`config.mk`:
```
export PLATFORM = sky130hd
export DESIGN_NAME = row_fir_threshold_binarizer
export DESIGN_NICKNAME = d
export VERILOG_FILES = /design/src/design/rftb_pkg.sv /design/src/design/rftb_ctrl.sv /design/src/design/rftb_datapath.sv /design/src/design/row_fir_threshold_binarizer.sv
export SDC_FILE = /design/constraint.sdc
export NUM_CORES = 1
export LEC_CHECK = 0
export BUFFER_PORTS_ARGS = -buffer_cell sky130_fd_sc_hd__buf_2
export CORE_AREA = 5 5 240 242
export DETAILED_ROUTE_END_ITERATION = 12
export DIE_AREA = 0 0 245 247
export PLACE_DENSITY = 0.77
export SETUP_SLACK_MARGIN = 0.05
export SYNTH_ARGS = -nofsm -noshare
export SYNTH_HDL_FRONTEND = slang
export SYNTH_SLANG_ARGS = --single-unit
```
`constraint.sdc`:
```
create_clock -name clk -period 10.95 [get_ports clk]
set_input_delay 2.19 -clock clk [delete_from_list [all_inputs] [get_ports clk]]
set_output_delay 2.19 -clock clk [all_outputs]
set_load 0.01 [all_outputs]
```
`src/design/rftb_pkg.sv`:
```
// rftb_pkg: shared types and constants for the row fir threshold binarizer
`timescale 1ns / 1ps

package rftb_pkg;

    // field and register widths
    localparam int PIX_W       = 8;
    localparam int IDX_W       = 32;
    localparam int COEF_W      = 12;
    localparam int COEF_LOW_W  = 60;
    localparam int COEF_HIGH_W = 48;
    localparam int THRESH_W    = 8;
    localparam int CFG_IDX_W   = 2;
    localparam int CFG_DATA_W  = 60;

    // configuration register indexes
    localparam logic [CFG_IDX_W-1:0] REG_THRESHOLD = 2'd0;
    localparam logic [CFG_IDX_W-1:0] REG_PAD_MODE  = 2'd1;
    localparam logic [CFG_IDX_W-1:0] REG_COEF_LOW  = 2'd2;
    localparam logic [CFG_IDX_W-1:0] REG_COEF_HIGH = 2'd3;

    // configuration reset values (kernel is a unit centre tap)
    localparam logic [THRESH_W-1:0]    THRESH_RST    = 8'd128;
    localparam logic                   PAD_MODE_RST  = 1'b1;
    localparam logic [COEF_LOW_W-1:0]  COEF_LOW_RST  = 60'h100000000000000;
    localparam logic [COEF_HIGH_W-1:0] COEF_HIGH_RST = 48'h0;

    // input command codes
    localparam logic CMD_PIXELS = 1'b0;
    localparam logic CMD_FLUSH  = 1'b1;

    // input beat
    typedef struct packed {
        logic             command;
        logic [IDX_W-1:0] row_index;
        logic [IDX_W-1:0] col_index;
        logic [PIX_W-1:0] first_pixel;
        logic [PIX_W-1:0] second_pixel;
    } pix_beat_t;

    // result beat
    typedef struct packed {
        logic             bit_first;
        logic             bit_second;
        logic [IDX_W-1:0] out_row;
        logic [IDX_W-1:0] out_col;
        logic             last_of_run;
    } res_beat_t;

    // controller states
    typedef enum logic [2:0] {
        S_IDLE,
        S_DECIDE,
        S_SHIFT,
        S_MAC,
        S_BIT,
        S_LONE,
        S_NEWROW,
        S_DONE
    } ctrl_state_t;

    // source of the sample shifted into the window
    typedef enum logic [1:0] {
        SRC_FLUSH_PAD,
        SRC_LEFT_PAD,
        SRC_FIRST,
        SRC_SECOND
    } push_src_t;

    // commands from controller to datapath
    typedef struct packed {
        logic      load_item;
        logic      push;
        push_src_t src;
        logic      mac_step;
        logic      mac_first;
        logic      bit_commit;
        logic      emit_lone;
        logic      row_clear;
        logic      row_start;
        logic      release_held;
    } ctrl_cmd_t;

    // status from datapath to controller
    typedef struct packed {
        logic cmd_flush;
        logic row_seen;
        logic row_match;
        logic will_fill;
        logic pending_valid;
        logic held_valid;
        logic out_free;
    } dp_status_t;

endpackage

```
`src/design/rftb_ctrl.sv`:
```
// rftb_ctrl: sequencing state machine for window pushes, mac passes and result release
`timescale 1ns / 1ps

module rftb_ctrl
    import rftb_pkg::*;
#(
    parameter int TAPS = 9
) (
    input  logic                       clk,
    input  logic                       rst_n,
    input  logic                       pix_valid,
    output logic                       pix_ready,
    input  dp_status_t                 status,
    output ctrl_cmd_t                  cmd,
    output logic [$clog2(TAPS)-1:0]    tap_sel
);

    localparam int HALF  = TAPS / 2;
    localparam int TAP_W = $clog2(TAPS);
    localparam int PAD_W = (HALF > 1) ? $clog2(HALF) : 1;

    ctrl_state_t      state_reg, state_next;
    push_src_t        phase_reg, phase_next;
    logic [PAD_W-1:0] pad_reg, pad_next;
    logic [TAP_W-1:0] tap_reg, tap_next;

    // where to go once one push is complete
    ctrl_state_t      adv_state;
    push_src_t        adv_phase;
    logic [PAD_W-1:0] adv_pad;

    // a commit that makes a result needs room to move the held result out
    logic             emit_blocked;

    assign tap_sel = tap_reg;
    assign emit_blocked = status.pending_valid && status.held_valid && !status.out_free;

    // state registers
    always_ff @(posedge clk or negedge rst_n)
    begin
        if (!rst_n)
        begin
            state_reg <= S_IDLE;
            phase_reg <= SRC_FIRST;
            pad_reg   <= '0;
            tap_reg   <= '0;
        end
        else
        begin
            state_reg <= state_next;
            phase_reg <= phase_next;
            pad_reg   <= pad_next;
            tap_reg   <= tap_next;
        end
    end

    // step after a push, by phase
    always_comb
    begin
        adv_state = S_SHIFT;
        adv_phase = phase_reg;
        adv_pad   = pad_reg;
        case (phase_reg)
            SRC_FLUSH_PAD:
            begin
                if (pad_reg == PAD_W'(HALF - 1))
                    adv_state = S_LONE;
                else
                    adv_pad = pad_reg + 1'b1;
            end
            SRC_LEFT_PAD:
            begin
                if (pad_reg == PAD_W'(HALF - 1))
                    adv_phase = SRC_FIRST;
                else
                    adv_pad = pad_reg + 1'b1;
            end
            SRC_FIRST:
                adv_phase = SRC_SECOND;
            default:
                adv_state = S_DONE;
        endcase
    end

    // next state and commands
    always_comb
    begin
        state_next = state_reg;
        phase_next = phase_reg;
        pad_next   = pad_reg;
        tap_next   = tap_reg;
        cmd        = '0;
        cmd.src    = phase_reg;
        pix_ready  = 1'b0;

        unique case (state_reg)
            S_IDLE:
            begin
                pix_ready = 1'b1;
                if (pix_valid)
                begin
                    cmd.load_item = 1'b1;
                    state_next    = S_DECIDE;
                end
            end
            S_DECIDE:
            begin
                pad_next = '0;
                if (status.cmd_flush)
                begin
                    phase_next = SRC_FLUSH_PAD;
                    state_next = status.row_seen ? S_SHIFT : S_DONE;
                end
                else if (status.row_seen && status.row_match)
                begin
                    phase_next = SRC_FIRST;
                    state_next = S_SHIFT;
                end
                else if (status.row_seen)
                begin
                    phase_next = SRC_FLUSH_PAD;
                    state_next = S_SHIFT;
                end
                else
                begin
                    state_next = S_NEWROW;
                end
            end
            S_SHIFT:
            begin
                cmd.push = 1'b1;
                if (status.will_fill)
                begin
                    tap_next   = '0;
                    state_next = S_MAC;
                end
                else
                begin
                    state_next = adv_state;
                    phase_next = adv_phase;
                    pad_next   = adv_pad;
                end
            end
            S_MAC:
            begin
                cmd.mac_step  = 1'b1;
                cmd.mac_first = (tap_reg == '0);
                if (tap_reg == TAP_W'(TAPS - 1))
                    state_next = S_BIT;
                else
                    tap_next = tap_reg + 1'b1;
            end
            S_BIT:
            begin
                if (!emit_blocked)
                begin
                    cmd.bit_commit = 1'b1;
                    state_next     = adv_state;
                    phase_next     = adv_phase;
                    pad_next       = adv_pad;
                end
            end
            S_LONE:
            begin
                if (!emit_blocked)
                begin
                    cmd.emit_lone = 1'b1;
                    if (status.cmd_flush)
                    begin
                        cmd.row_clear = 1'b1;
                        state_next    = S_DONE;
                    end
                    else
                    begin
                        state_next = S_NEWROW;
                    end
                end
            end
            S_NEWROW:
            begin
                cmd.row_start = 1'b1;
                phase_next    = SRC_LEFT_PAD;
                pad_next      = '0;
                state_next    = S_SHIFT;
            end
            S_DONE:
            begin
                if (!(status.held_valid && !status.out_free))
                begin
                    cmd.release_held = 1'b1;
                    state_next       = S_IDLE;
                end
            end
            default:
            begin
                state_next = S_IDLE;
            end
        endcase
    end

`ifndef NO_ASSERTIONS
    // an accepted beat is always examined in the next cycle
    a_accept_decide: assert property (@(posedge clk) disable iff (!rst_n)
        (pix_valid && pix_ready) |=> (state_reg == S_DECIDE))
        else $error("accepted beat not followed by decision");

    // a mac pass ends after exactly TAPS products
    a_mac_end: assert property (@(posedge clk) disable iff (!rst_n)
        (state_reg == S_MAC && tap_reg == TAP_W'(TAPS - 1)) |=> (state_reg == S_BIT))
        else $error("mac pass did not end at the last tap");
`endif

endmodule

```
`src/design/rftb_datapath.sv`:
```
// rftb_datapath: config registers, sample window, mac unit, pairing and output registers
`timescale 1ns / 1ps

module rftb_datapath
    import rftb_pkg::*;
#(
    parameter int TAPS = 9
) (
    input  logic                    clk,
    input  logic                    rst_n,
    input  logic                    cfg_we,
    input  logic [CFG_IDX_W-1:0]    cfg_index,
    input  logic [CFG_DATA_W-1:0]   cfg_data,
    input  pix_beat_t               pix_data,
    input  ctrl_cmd_t               cmd,
    input  logic [$clog2(TAPS)-1:0] tap_sel,
    output dp_status_t              status,
    output logic                    res_valid,
    input  logic                    res_ready,
    output res_beat_t               res_data
);

    localparam int HALF   = TAPS / 2;
    localparam int NT     = TAPS - HALF;
    localparam int FILL_W = $clog2(TAPS + 1);
    localparam int PROD_W = PIX_W + 1 + COEF_W;
    localparam int ACC_W  = PROD_W + $clog2(TAPS);
    localparam int COEF_ALL_W = COEF_LOW_W + COEF_HIGH_W;

    // configuration
    logic [THRESH_W-1:0]    threshold_reg, threshold_next;
    logic                   pad_mode_reg, pad_mode_next;
    logic [COEF_LOW_W-1:0]  coef_low_reg, coef_low_next;
    logic [COEF_HIGH_W-1:0] coef_high_reg, coef_high_next;

    // item and row state
    pix_beat_t          item_reg, item_next;
    logic [PIX_W-1:0]   win_reg [TAPS];
    logic [PIX_W-1:0]   win_next [TAPS];
    logic [IDX_W-1:0]   tag_reg [NT];
    logic [IDX_W-1:0]   tag_next [NT];
    logic [FILL_W-1:0]  fill_reg, fill_next;
    logic [IDX_W-1:0]   cur_row_reg, cur_row_next;
    logic               row_seen_reg, row_seen_next;
    logic [PIX_W-1:0]   last_pix_reg, last_pix_next;
    logic [IDX_W-1:0]   last_col_reg, last_col_next;
    logic               pend_bit_reg, pend_bit_next;
    logic [IDX_W-1:0]   pend_col_reg, pend_col_next;
    logic               pend_valid_reg, pend_valid_next;

    // mac and result staging
    logic signed [ACC_W-1:0] acc_reg, acc_next;
    logic                    held_valid_reg, held_valid_next;
    res_beat_t               held_reg, held_next;
    logic                    out_valid_reg, out_valid_next;
    res_beat_t               out_reg, out_next;

    logic [COEF_ALL_W-1:0]    coef_all;
    logic signed [COEF_W-1:0] coef_tap;
    logic signed [PROD_W-1:0] prod;
    logic signed [ACC_W-1:0]  prod_ext;
    logic signed [ACC_W-1:0]  thr_ext;
    logic                     new_bit;
    logic                     out_free;
    logic [PIX_W-1:0]         push_pix;
    logic [IDX_W-1:0]         push_tag;
    logic                     emit_en;
    res_beat_t                emit_beat;

    // product of one tap
    assign coef_all = {coef_high_reg, coef_low_reg};
    assign coef_tap = coef_all[tap_sel * COEF_W +: COEF_W];
    assign prod     = $signed({1'b0, win_reg[tap_sel]}) * coef_tap;
    assign prod_ext = {{(ACC_W - PROD_W){prod[PROD_W-1]}}, prod};

    // threshold compare in units of 1/256
    assign thr_ext = {{(ACC_W - THRESH_W - 8){1'b0}}, threshold_reg, 8'h00};
    assign new_bit = (acc_reg >= thr_ext);

    assign out_free  = !out_valid_reg || res_ready;
    assign res_valid = out_valid_reg;
    assign res_data  = out_reg;

    // status toward controller
    always_comb
    begin
        status.cmd_flush     = (item_reg.command == CMD_FLUSH);
        status.row_seen      = row_seen_reg;
        status.row_match     = (item_reg.row_index == cur_row_reg);
        status.will_fill     = (fill_reg >= FILL_W'(TAPS - 1));
        status.pending_valid = pend_valid_reg;
        status.held_valid    = held_valid_reg;
        status.out_free      = out_free;
    end

    // sample and column tag for a push
    always_comb
    begin
        case (cmd.src)
            SRC_FLUSH_PAD:
            begin
                push_pix = pad_mode_reg ? last_pix_reg : '0;
                push_tag = last_col_reg + 1'b1;
            end
            SRC_LEFT_PAD:
            begin
                push_pix = pad_mode_reg ? item_reg.first_pixel : '0;
                push_tag = '0;
            end
            SRC_FIRST:
            begin
                push_pix = item_reg.first_pixel;
                push_tag = item_reg.col_index;
            end
            default:
            begin
                push_pix = item_reg.second_pixel;
                push_tag = item_reg.col_index + 1'b1;
            end
        endcase
    end

    // result made by a commit or a lone flush
    always_comb
    begin
        emit_en   = 1'b0;
        emit_beat = '0;
        emit_beat.out_row   = cur_row_reg;
        emit_beat.out_col   = pend_col_reg;
        emit_beat.bit_first = pend_bit_reg;
        if (cmd.bit_commit && pend_valid_reg)
        begin
            emit_en              = 1'b1;
            emit_beat.bit_second = new_bit;
        end
        else if (cmd.emit_lone && pend_valid_reg)
        begin
            emit_en = 1'b1;
        end
    end

    // next state of config, window, row and pairing
    always_comb
    begin
        threshold_next  = threshold_reg;
        pad_mode_next   = pad_mode_reg;
        coef_low_next   = coef_low_reg;
        coef_high_next  = coef_high_reg;
        item_next       = item_reg;
        win_next        = win_reg;
        tag_next        = tag_reg;
        fill_next       = fill_reg;
        cur_row_next    = cur_row_reg;
        row_seen_next   = row_seen_reg;
        last_pix_next   = last_pix_reg;
        last_col_next   = last_col_reg;
        pend_bit_next   = pend_bit_reg;
        pend_col_next   = pend_col_reg;
        pend_valid_next = pend_valid_reg;
        acc_next        = acc_reg;

        // config write
        if (cfg_we)
        begin
            unique case (cfg_index)
                REG_THRESHOLD: threshold_next = cfg_data[THRESH_W-1:0];
                REG_PAD_MODE:  pad_mode_next  = cfg_data[0];
                REG_COEF_LOW:  coef_low_next  = cfg_data[COEF_LOW_W-1:0];
                REG_COEF_HIGH: coef_high_next = cfg_data[COEF_HIGH_W-1:0];
                default:       threshold_next = threshold_reg;
            endcase
        end

        if (cmd.load_item)
            item_next = pix_data;

        // shift one sample into the window
        if (cmd.push)
        begin
            for (int i = 0; i < TAPS - 1; i++)
                win_next[i] = win_reg[i + 1];
            win_next[TAPS - 1] = push_pix;
            for (int i = 0; i < NT - 1; i++)
                tag_next[i] = tag_reg[i + 1];
            tag_next[NT - 1] = push_tag;
            if (fill_reg != FILL_W'(TAPS))
                fill_next = fill_reg + 1'b1;
            if (cmd.src == SRC_FLUSH_PAD)
                last_col_next = push_tag;
            if (cmd.src == SRC_SECOND)
            begin
                last_pix_next = item_reg.second_pixel;
                last_col_next = push_tag;
            end
        end

        // multiply accumulate
        if (cmd.mac_step)
            acc_next = cmd.mac_first ? prod_ext : acc_reg + prod_ext;

        // pair bits
        if (cmd.bit_commit)
        begin
            if (pend_valid_reg)
            begin
                pend_valid_next = 1'b0;
            end
            else
            begin
                pend_bit_next   = new_bit;
                pend_col_next   = tag_reg[0];
                pend_valid_next = 1'b1;
            end
        end
        if (cmd.emit_lone)
            pend_valid_next = 1'b0;

        // row boundaries
        if (cmd.row_clear)
        begin
            row_seen_next   = 1'b0;
            fill_next       = '0;
            pend_valid_next = 1'b0;
        end
        if (cmd.row_start)
        begin
            cur_row_next    = item_reg.row_index;
            row_seen_next   = 1'b1;
            fill_next       = '0;
            pend_valid_next = 1'b0;
        end
    end

    // held result and output register
    always_comb
    begin
        held_valid_next = held_valid_reg;
        held_next       = held_reg;
        out_valid_next  = out_valid_reg && !res_ready;
        out_next        = out_reg;
        if (emit_en)
        begin
            held_next       = emit_beat;
            held_valid_next = 1'b1;
            if (held_valid_reg)
            begin
                out_next             = held_reg;
                out_next.last_of_run = 1'b0;
                out_valid_next       = 1'b1;
            end
        end
        else if (cmd.release_held && held_valid_reg)
        begin
            out_next             = held_reg;
            out_next.last_of_run = 1'b1;
            out_valid_next       = 1'b1;
            held_valid_next      = 1'b0;
        end
    end

    // control and config registers
    always_ff @(posedge clk or negedge rst_n)
    begin
        if (!rst_n)
        begin
            threshold_reg  <= THRESH_RST;
            pad_mode_reg   <= PAD_MODE_RST;
            coef_low_reg   <= COEF_LOW_RST;
            coef_high_reg  <= COEF_HIGH_RST;
            fill_reg       <= '0;
            cur_row_reg    <= '0;
            row_seen_reg   <= 1'b0;
            last_pix_reg   <= '0;
            last_col_reg   <= '0;
            pend_bit_reg   <= 1'b0;
            pend_col_reg   <= '0;
            pend_valid_reg <= 1'b0;
            held_valid_reg <= 1'b0;
            out_valid_reg  <= 1'b0;
        end
        else
        begin
            threshold_reg  <= threshold_next;
            pad_mode_reg   <= pad_mode_next;
            coef_low_reg   <= coef_low_next;
            coef_high_reg  <= coef_high_next;
            fill_reg       <= fill_next;
            cur_row_reg    <= cur_row_next;
            row_seen_reg   <= row_seen_next;
            last_pix_reg   <= last_pix_next;
            last_col_reg   <= last_col_next;
            pend_bit_reg   <= pend_bit_next;
            pend_col_reg   <= pend_col_next;
            pend_valid_reg <= pend_valid_next;
            held_valid_reg <= held_valid_next;
            out_valid_reg  <= out_valid_next;
        end
    end

    // payload registers
    always_ff @(posedge clk)
    begin
        item_reg <= item_next;
        win_reg  <= win_next;
        tag_reg  <= tag_next;
        acc_reg  <= acc_next;
        held_reg <= held_next;
        out_reg  <= out_next;
    end

`ifndef NO_ASSERTIONS
    // fill count saturates at the window length
    a_fill_bound: assert property (@(posedge clk) disable iff (!rst_n)
        fill_reg <= FILL_W'(TAPS))
        else $error("fill count beyond window length");

    // a result pushing out the held one only when the output beat is free
    a_emit_room: assert property (@(posedge clk) disable iff (!rst_n)
        (emit_en && held_valid_reg) |-> out_free)
        else $error("held result overwritten while output busy");
`endif

endmodule

```
`src/design/row_fir_threshold_binarizer.sv`:
```
// row_fir_threshold_binarizer: top level joining the controller and the datapath
//
//   channel | valid / ready        | beat payload | direction
//   pix     | pix_valid/pix_ready  | pix_beat_t   | in
//   res     | res_valid/res_ready  | res_beat_t   | out
//   cfg     | cfg_we (no ready)    | cfg_index, cfg_data | in
//
// once the window is full a same-row beat runs: accept, decide, then per pixel a shift,
// a mac pass over every tap and a bit commit, then release of the held result.
// a row change runs right pads, each with shift, mac pass and bit commit, then lone,
// new-row, TAPS/2 left pads and two bare shifts; a flush runs the right pads, lone and release.
// pushes into a part-filled window skip the mac; reset is asynchronous active low.
// a stalled output holds the sequencer only when the held and output registers are full.
`timescale 1ns / 1ps

module row_fir_threshold_binarizer
    import rftb_pkg::*;
#(
    parameter int TAPS = 9
) (
    input  logic                  clk,
    input  logic                  rst_n,
    input  logic                  cfg_we,
    input  logic [CFG_IDX_W-1:0]  cfg_index,
    input  logic [CFG_DATA_W-1:0] cfg_data,
    input  logic                  pix_valid,
    output logic                  pix_ready,
    input  pix_beat_t             pix_data,
    output logic                  res_valid,
    input  logic                  res_ready,
    output res_beat_t             res_data
);

    ctrl_cmd_t               cmd;
    dp_status_t              status;
    logic [$clog2(TAPS)-1:0] tap_sel;

    // sequencer
    rftb_ctrl #(
        .TAPS (TAPS)
    ) u_ctrl (
        .clk       (clk),
        .rst_n     (rst_n),
        .pix_valid (pix_valid),
        .pix_ready (pix_ready),
        .status    (status),
        .cmd       (cmd),
        .tap_sel   (tap_sel)
    );

    // window, mac and result staging
    rftb_datapath #(
        .TAPS (TAPS)
    ) u_datapath (
        .clk       (clk),
        .rst_n     (rst_n),
        .cfg_we    (cfg_we),
        .cfg_index (cfg_index),
        .cfg_data  (cfg_data),
        .pix_data  (pix_data),
        .cmd       (cmd),
        .tap_sel   (tap_sel),
        .status    (status),
        .res_valid (res_valid),
        .res_ready (res_ready),
        .res_data  (res_data)
    );

endmodule

```
# After elaboration in Yosys (flattened, before gate mapping)

Cells that the tools add are included.

Bits in registers: 712
Bits of input ports: 148
Output and inout bits: 69

Add/subtract/negate cells: 6
$mul: 2
Magnitude comparators: 3
Equal/unequal tests: 27
Shift operators: 1
Multiplexer cells: 74
Bitwise gates (word level): 2
Reductions and logical operators: 41

Operator list:

| operator                                       | count |
|---|---|
| two-way mux 67 bit                             | 3 |
| indexed part select 108 x 9 -> 12 bit          | 1 |
| one-hot mux 32 bit (3 select lines)            | 1 |
| adder 32 x 1 -> 32 bit (second input constant) | 2 |
| two-way mux 32 bit                             | 2 |
| two-way mux 3 bit                              | 11 |
| binary-select mux 8 bit (select 4 bit)         | 1 |
| equality test 32 bit                           | 1 |
| two-way mux 8 bit                              | 4 |
| two-way mux 2 bit                              | 13 |
| adder 25 x 21 -> 25 bit                        | 1 |
| greater-or-equal comparator 25 x 17 -> 1 bit   | 1 |
| two-way mux 1 bit                              | 25 |
| two-way mux 25 bit                             | 1 |
| two-way mux 4 bit                              | 6 |
| one-hot mux 3 bit (8 select lines)             | 1 |
| one-hot mux 8 bit (3 select lines)             | 1 |
| multiplier 9 x 12 -> 21 bit                    | 1 |
| AND reduction 2 bit                            | 9 |
| != test 2 bit (second input constant)          | 7 |
| equality test 3 bit (second input constant)    | 4 |
| equality test 2 bit (second input constant)    | 5 |
| nonzero test 3 bit                             | 3 |
| adder 4 x 1 -> 4 bit (second input constant)   | 2 |
| other kinds (30)                               | 50 |

# Longest topological paths before layout

Gate-level depths: netlist of run 1.

Depth after elaboration: 11
Mapped depth: 36
Gate-level depth less buffers: 33

# Modules after synthesis

A second synthesis of run 1 with hierarchy kept.

Cell total of the unflattened synthesis: 2352
Area total of the unflattened synthesis: 32922.8 um^2

By module, submodules not included:

| module        | instances | cells each | area each (um^2) | sequential area each (um^2) |
|---|---|---|---|---|
| rftb_datapath | 1         | 2240       | 31984.4          | 19902.8 |
| rftb_ctrl     | 1         | 112        | 938.4            | 276.5 |

# Worst setup path before layout of run 1

No wires, ideal clock.

Path type: register to register
From: register u_ctrl.tap_reg[0] (netlist: u_ctrl.tap_sel[0])
To: register u_datapath.acc_reg[23], data pin
Library setup time: 0.260 ns
Arrival time: 7.603 ns
Slack: 3.087 ns
Stages on the path, launching flop included: 32
Clock period less this slack: 7.863 ns
Cells stage by stage: dfrtp_1 -> buf_2 -> buf_2 -> buf_2 -> mux4_2 -> nand2_1 -> a21oi_1 -> a21oi_1 -> nor2_1 -> fa_1 -> inv_1 -> fa_1 -> inv_1 -> fa_1 -> inv_1 -> fa_1 -> inv_1 -> ha_1 -> a21o_1 -> a21oi_1 -> nor2_1 -> a211oi_1 -> o21ai_0 -> xnor2_1 -> ha_1 -> a21o_1 -> a21o_1 -> a21oi_1 -> o21ai_0 -> a21oi_1 -> xnor2_1 -> mux2_2

Cells in the longest elaborated chain, start to end: 7
Elaborated cells between the ends (all ways): 11

Ends and longest elaborated chain:

| what                                                            | RTL line             | text |
|---|---|---|
| from (decl)                                                     | rftb_ctrl.sv:25      | `logic [TAP_W-1:0] tap_reg, tap_next;` |
| from (signal assigned)                                          | rftb_ctrl.sv:53      | `tap_reg <= tap_next;` |
| branches (longest 6 deep; another with adder 25 x 21 -> 25 bit) | -                    |  |
| two-way mux 25 bit (*)                                          | rftb_datapath.sv:199 | `acc_next = cmd.mac_first ? prod_ext : acc_reg + prod_ext;` |
| to (signal assigned)                                            | rftb_datapath.sv:306 | `acc_reg <= acc_next;` |
| to (decl)                                                       | rftb_datapath.sv:52  | `logic signed [ACC_W-1:0] acc_reg, acc_next;` |

Mark *: on every way between the ends. The select of a mux whose other input is x is not followed.
A chain may end at the register's enable or synchronous reset.

# Final worst setup path of run 1

From: register u_ctrl.tap_reg[0] (netlist: u_ctrl.tap_sel[0])
To: register u_datapath.acc_reg[24], data pin

Same word-level chain as after synthesis.

==> flow_summary.toml, run 1 <==
[sta]
slew_violations = 0
worst_clock_skew_ns = 0.0150
period_minus_slack_ns = 9.22
setup_violations = 0
finalHoldViolations = 0
relSlewSlack = 0.237
fin_crit_sh = 0.842
worst_pin_slew_ns = 1.14
rsz0062_at_grt = "no"
fmaxAchievable_mhz = 108
final.setup.tns_ns = 0

[yosys]
synth_cell_type_count = 74
ys_top_cells_by_count = "edfxtp_1 (471), dfrtp_1 (237), mux2_2 (198), nand2_1 (173), inv_1 (165)"
synth_top_flop_cell = "edfxtp_1"
synth_top_cell_area_share = 0.432
synth_area_leaders = "edfxtp_1 (43%), dfrtp_1 (18%), mux2_2 (6.8%)"
async_flop_share = 0.338
synth_warnings = 0
synth.yosys.seq_area_share = 0.617
synth.cell_area_um2 = 32700
synth_nets = 2686
synth.most_common_cell = "edfxtp_1"
synth_area_leader_cell = "edfxtp_1"
synth_edf_count = 471
synth-seq-cells = 712
synthCells = 2371
synth_area_per_cell_um2 = 13.8

[global_routing]
overflow = 0
grt_max_degree = 104
grtUsageTotal = 0.219
antenna_found_initial = 3
top_usage_layer = "met2"
grt_pass1_vias = 19905
met2_usage = 0.352
met3_usage = 0.0396
grt_pass1_wl_um = 106000
use_met1 = 0.315

[drt]
firstDrtPassIters = 5
drtIter0Drc = 1538
drc = 0
avgViaCountPerCell = 5.76
vias = 19372
wl_um = 66100
wl_per_cell_um = 19.7
antenna_left = 0

[worst_setup_path]
required_ns = 11.29
crit_fanout = 22
cp_data_arrival_time_ns = 9.56
path_class = "register to register"
critPathLaunch = "u_ctrl.tap_sel[0]$_DFFE_PN0P_"
cp-start-kind = "register"
crit_path_max_incr_delay_ns = 0.75
end_kind = "register"
slowest_stage = "dfrtp_2"
rr_startpoint = "u_ctrl.tap_sel[0]$_DFFE_PN0P_"
rr_worst_depth = 32

[die]
die_h_um = 247
die_w_um = 245
start_util = 0.596
io_pins = 217
core_area_um2 = 54900
die_area_um2 = 60500
placementRows = 86

[worst_hold_path]
hold_path_startpoint = "u_datapath.held_reg[65]$_SDFFCE_PN0N_"
hp-class = "register to register"
hold_depth = 0

[clocking]
clkSlewWorstSetupHoldPaths_ns = 0.07
holdBufCountCts = 0
numCtsBuffers = 73
clock_latency_ns = 0.62
root_buffer = "clkbuf_16"
postCtsResizedCells = 0
clockBufferDepth = 3
htreeDepth = 3
cts_tree = "yes"
post_cts_buffers = 0
cts.sinks = 712

[final_layout]
largest_reg_flops = 160
area.growth.synth_to_final_pct = 13.0
diodes = 0
fill_cells = 3768
regArea_um2 = 20200
layout-drive-gt1-share = 0.230
multi_input_comb_area_um2 = 11600
nets = 2914

[place]
gp_congestion = 0.868
port_buffers = 216
place_hpwl_um = 45000

[flow_run]
max_cap_violations = 0

[run_status]
status = "finished clean"
==> path summary, 6_finish.rpt <==
kind / end / slack, ns
min: u_datapath.res_data[65]$_DFFE_PP_ / 0.41
min reg2reg: u_datapath.res_data[65]$_DFFE_PP_ / 0.41
max: u_datapath.acc_reg[24]$_DFFE_PP_ / 1.73
min in group asynchronous: u_datapath.last_col_reg[16]$_DFFE_PN0P_ / 1.63
max in group asynchronous: u_datapath.coef_high_reg[3]$_DFFE_PN0P_ / 7.79
max reg2reg: u_datapath.acc_reg[24]$_DFFE_PP_ / 1.73
==> cell families (layout without fill, tap and decap cells) <==
| kind of cell | Yosys count | in the layout | synth area share |
|---|---|---|---|
| AO/OA/AOI/OAI | 339 | 339 | 0.0609 |
| flip-flops | 712 | 712 | 0.617 |
| adder cells (fa/ha/maj) | 168 | 168 | 0.0823 |
| buffers and inverters | 256 | 545 | 0.0305 |
| AND/OR/NAND/NOR | 494 | 494 | 0.0705 |
| XOR/XNOR | 127 | 127 | 0.0342 |
| multiplexers | 275 | 275 | 0.105 |
==> layout by cell type, fill, tap and decap left out, types with 18 or more instances in the layout <==
| cell type | netlist | layout |
|---|---|---|
| edfxtp_1 | 471 | 471 |
| dfrtp_1 | 237 | 236 |
| buf_2 | 12 | 215 |
| mux2_2 | 198 | 198 |
| nand2_1 | 173 | 173 |
| inv_1 | 165 | 163 |
| nor2_1 | 124 | 122 |
| a21oi_1 | 118 | 117 |
| o21ai_0 | 107 | 107 |
| ha_1 | 88 | 87 |
| xnor2_1 | 84 | 84 |
| fa_1 | 79 | 79 |
| clkbuf_16 | 0 | 74 |
| nand3_1 | 69 | 68 |
| mux2i_1 | 43 | 43 |
| xor2_1 | 42 | 42 |
| mux4_2 | 34 | 34 |
| buf_4 | 2 | 26 |
| nor2b_1 | 25 | 25 |
| nand2b_1 | 20 | 20 |
| nor3_1 | 20 | 19 |
| a21o_1 | 18 | 18 |
==> area by class of cell <==
| cell class | count | area share |
|---|---|---|
| Clock buffer | 101 | 0.0554 |
| Clock inverter | 35 | 0.00961 |
| Inverter | 167 | 0.0172 |
| Multi-Input combinational cell | 1403 | 0.313 |
| Sequential cell | 712 | 0.546 |
| Tap cell | 704 | 0.0238 |
| Timing Repair Buffer | 242 | 0.0348 |
==> through the flow <==
step                instance area, um^2  setup slack (ns)  hold WS [ns]  instances   util
detailed placement                34600              1.78         0.405       3228  0.630
finish                            37000              1.73         0.408       3364  0.674
floorplan                         32700              3.09         0.400       2371      -
global placement                  34600              2.23         0.401       3228  0.630
global route                      37000              1.11         0.412       3364  0.674
CTS                               37000              1.79         0.403       3364  0.674
==> critical path: cells and delay by family, from the launching register on <==
family                   cells  cell delay (ns)
AND/OR/NAND/NOR              6             0.94
XOR/XNOR                     2             0.73
flip-flops                   1             0.75
multiplexers                 1             0.55
buffers and inverters        6             0.82
AO/OA/AOI/OAI               11             2.29
adder cells (fa/ha/maj)      6             2.90
==> per-layer routing <==
layer,vias to the layer above,wire length (um)
li1,8958,-
met1,9653,29000
met2,642,31600
met3,117,4110
met4,2,1460
met5,-,8
Power of run 1 is not shown: default switching activity piles up to over one toggle a cycle in this logic, so the estimate is an artifact.
==> run 2, diff against run 1 <==
==> constraint.sdc (replaced) <==
create_clock -name clk -period 9.2 [get_ports clk]
set_input_delay 1.84 -clock clk [delete_from_list [all_inputs] [get_ports clk]]
set_output_delay 1.84 -clock clk [all_outputs]
set_load 0.01 [all_outputs]
==> flow_summary.toml, run 2 (synthesis results as in run 1) <==
[run_status]
status = "finished clean"

[final_layout]
diodes = 0
layout-drive-gt1-share = 0.234
area.growth.synth_to_final_pct = 13.4
nets = 2918
final_cell_mix = "edfxtp_1 (471), dfrtp_1 (236), buf_2 (215)"
fill_cells = 3773
final_core_util = 0.676
layout_commonest_cell = "edfxtp_1"
largest_reg_flops = 160
fin_cells = 3366

[clocking]
clkSlewWorstSetupHoldPaths_ns = 0.06
htreeDepth = 3
clock_latency_ns = 0.61
cts_tree = "yes"
numCtsBuffers = 72
holdBufCountCts = 0
postCtsResizedCells = 0
root_buffer = "clkbuf_16"
post_cts_buffers = 0
cts.sinks = 712
clockBufferDepth = 3

[worst_setup_path]
crit_fanout = 12
crit_path_max_incr_delay_ns = 0.79
cp-start-kind = "register"
end_kind = "register"
path_class = "register to register"
cp_data_arrival_time_ns = 8.89
required_ns = 9.53
slowest_stage = "a21oi_1"

[sta]
setup_violations = 0
fin_crit_sh = 0.930
slew_violations = 0
fmaxAchievable_mhz = 117
rsz0062_at_grt = "no"
finalHoldViolations = 0
setup_ws_ns = 0.641
relSlewSlack = 0.274
final.setup.tns_ns = 0
worst_clock_skew_ns = 0.0371
period_minus_slack_ns = 8.56
worst_pin_slew_ns = 1.09

[die]
die_w_um = 245
io_pins = 217
die_h_um = 247
placementRows = 86
die_area_um2 = 60500
core_area_um2 = 54900
start_util = 0.596

[place]
pre_cts_ws_ns = 0.511
place_hpwl_um = 45500
dp_cells = 3233
port_buffers = 216
gp_congestion = 0.868

[drt]
wl_per_cell_um = 19.7
avgViaCountPerCell = 5.75
wl_um = 66500
antenna_left = 0
drtIter0Drc = 1488
drc = 0
firstDrtPassIters = 5
vias = 19369

[global_routing]
grtUsageTotal = 0.221
grt_pass1_vias = 19650
grt_max_degree = 141
antenna_found_initial = 0
overflow = 0
grt_pass1_wl_um = 107000

[flow_run]
max_cap_violations = 0

[worst_hold_path]
hp-class = "register to register"
## run 2: cell count changes in the layout (fill, tap and decap cells not counted), moves of 2 or more
cell        delta
buf_4          +4
clkbuf_1       -3
clkinv_1       -6
clkinvlp_4     +3
clkbuf_8       -2
bufinv_16      +5
clkinv_2       +4
## run 2: layer usage
metal  GRT usage  wire length [um]
met4      0.0647              1620
met1       0.323             29400
met3      0.0406              4230
met5           0                 0
met2       0.344             31200
## run 2: final cells by class
cell class | instances | area, um^2 | area share
Timing Repair Buffer | 247 | 1340 | 0.0360
Clock buffer | 96 | 2030 | 0.0546
Clock inverter | 37 | 453 | 0.0122
Tap cell | 704 | 881 | 0.0237
Multi-Input combinational cell | 1403 | 11600 | 0.312
Inverter | 167 | 634 | 0.0171
Sequential cell | 712 | 20200 | 0.544
## run 2: metrics by stage
| stage | hold slack [ns] | cell area, um^2 |
|---|---|---|
| floorplan | 0.400 | 32700 |
| global placement | 0.400 | 34600 |
| detailed placement | 0.405 | 34600 |
| CTS | 0.386 | 37100 |
| global route | 0.402 | 37100 |
| finish | 0.385 | 37100 |
## run 2: final timing paths
| path | start | to | slack [ns] | cells after the start |
|---|---|---|---|---|
| max in group asynchronous | rst_n | u_datapath.coef_low_reg[3]$_DFFE_PN0P_ | 6.30 | 2 |
| setup / recovery | u_ctrl.tap_sel[1]$_DFFE_PN0P_ | u_datapath.acc_reg[22]$_DFFE_PP_ | 0.64 | 30 |
| setup reg to reg | u_ctrl.tap_sel[1]$_DFFE_PN0P_ | u_datapath.acc_reg[22]$_DFFE_PP_ | 0.64 | 30 |
| min in group asynchronous | rst_n | u_datapath.last_col_reg[17]$_DFFE_PN0P_ | 1.26 | 1 |
| hold reg to reg | u_datapath.held_reg[34]$_DFFE_PN_ | u_datapath.res_data[34]$_DFFE_PP_ | 0.38 | 0 |
| hold / removal | u_datapath.held_reg[34]$_DFFE_PN_ | u_datapath.res_data[34]$_DFFE_PP_ | 0.38 | 0 |
## run 2: worst max-delay path, delay by kind of cell, from the launching register on
family | cells | cell delay (ns)
AOI/OAI and AO/OA | 11 | 2.62
muxes | 1 | 0.27
adders and majority gates | 6 | 2.83
buffers and inverters | 6 | 1.00
DFF | 1 | 0.57
xor gates and xnor gates | 2 | 0.36
and+or+nand+nor | 4 | 0.65
Power of run 2 is left out for the same reason.
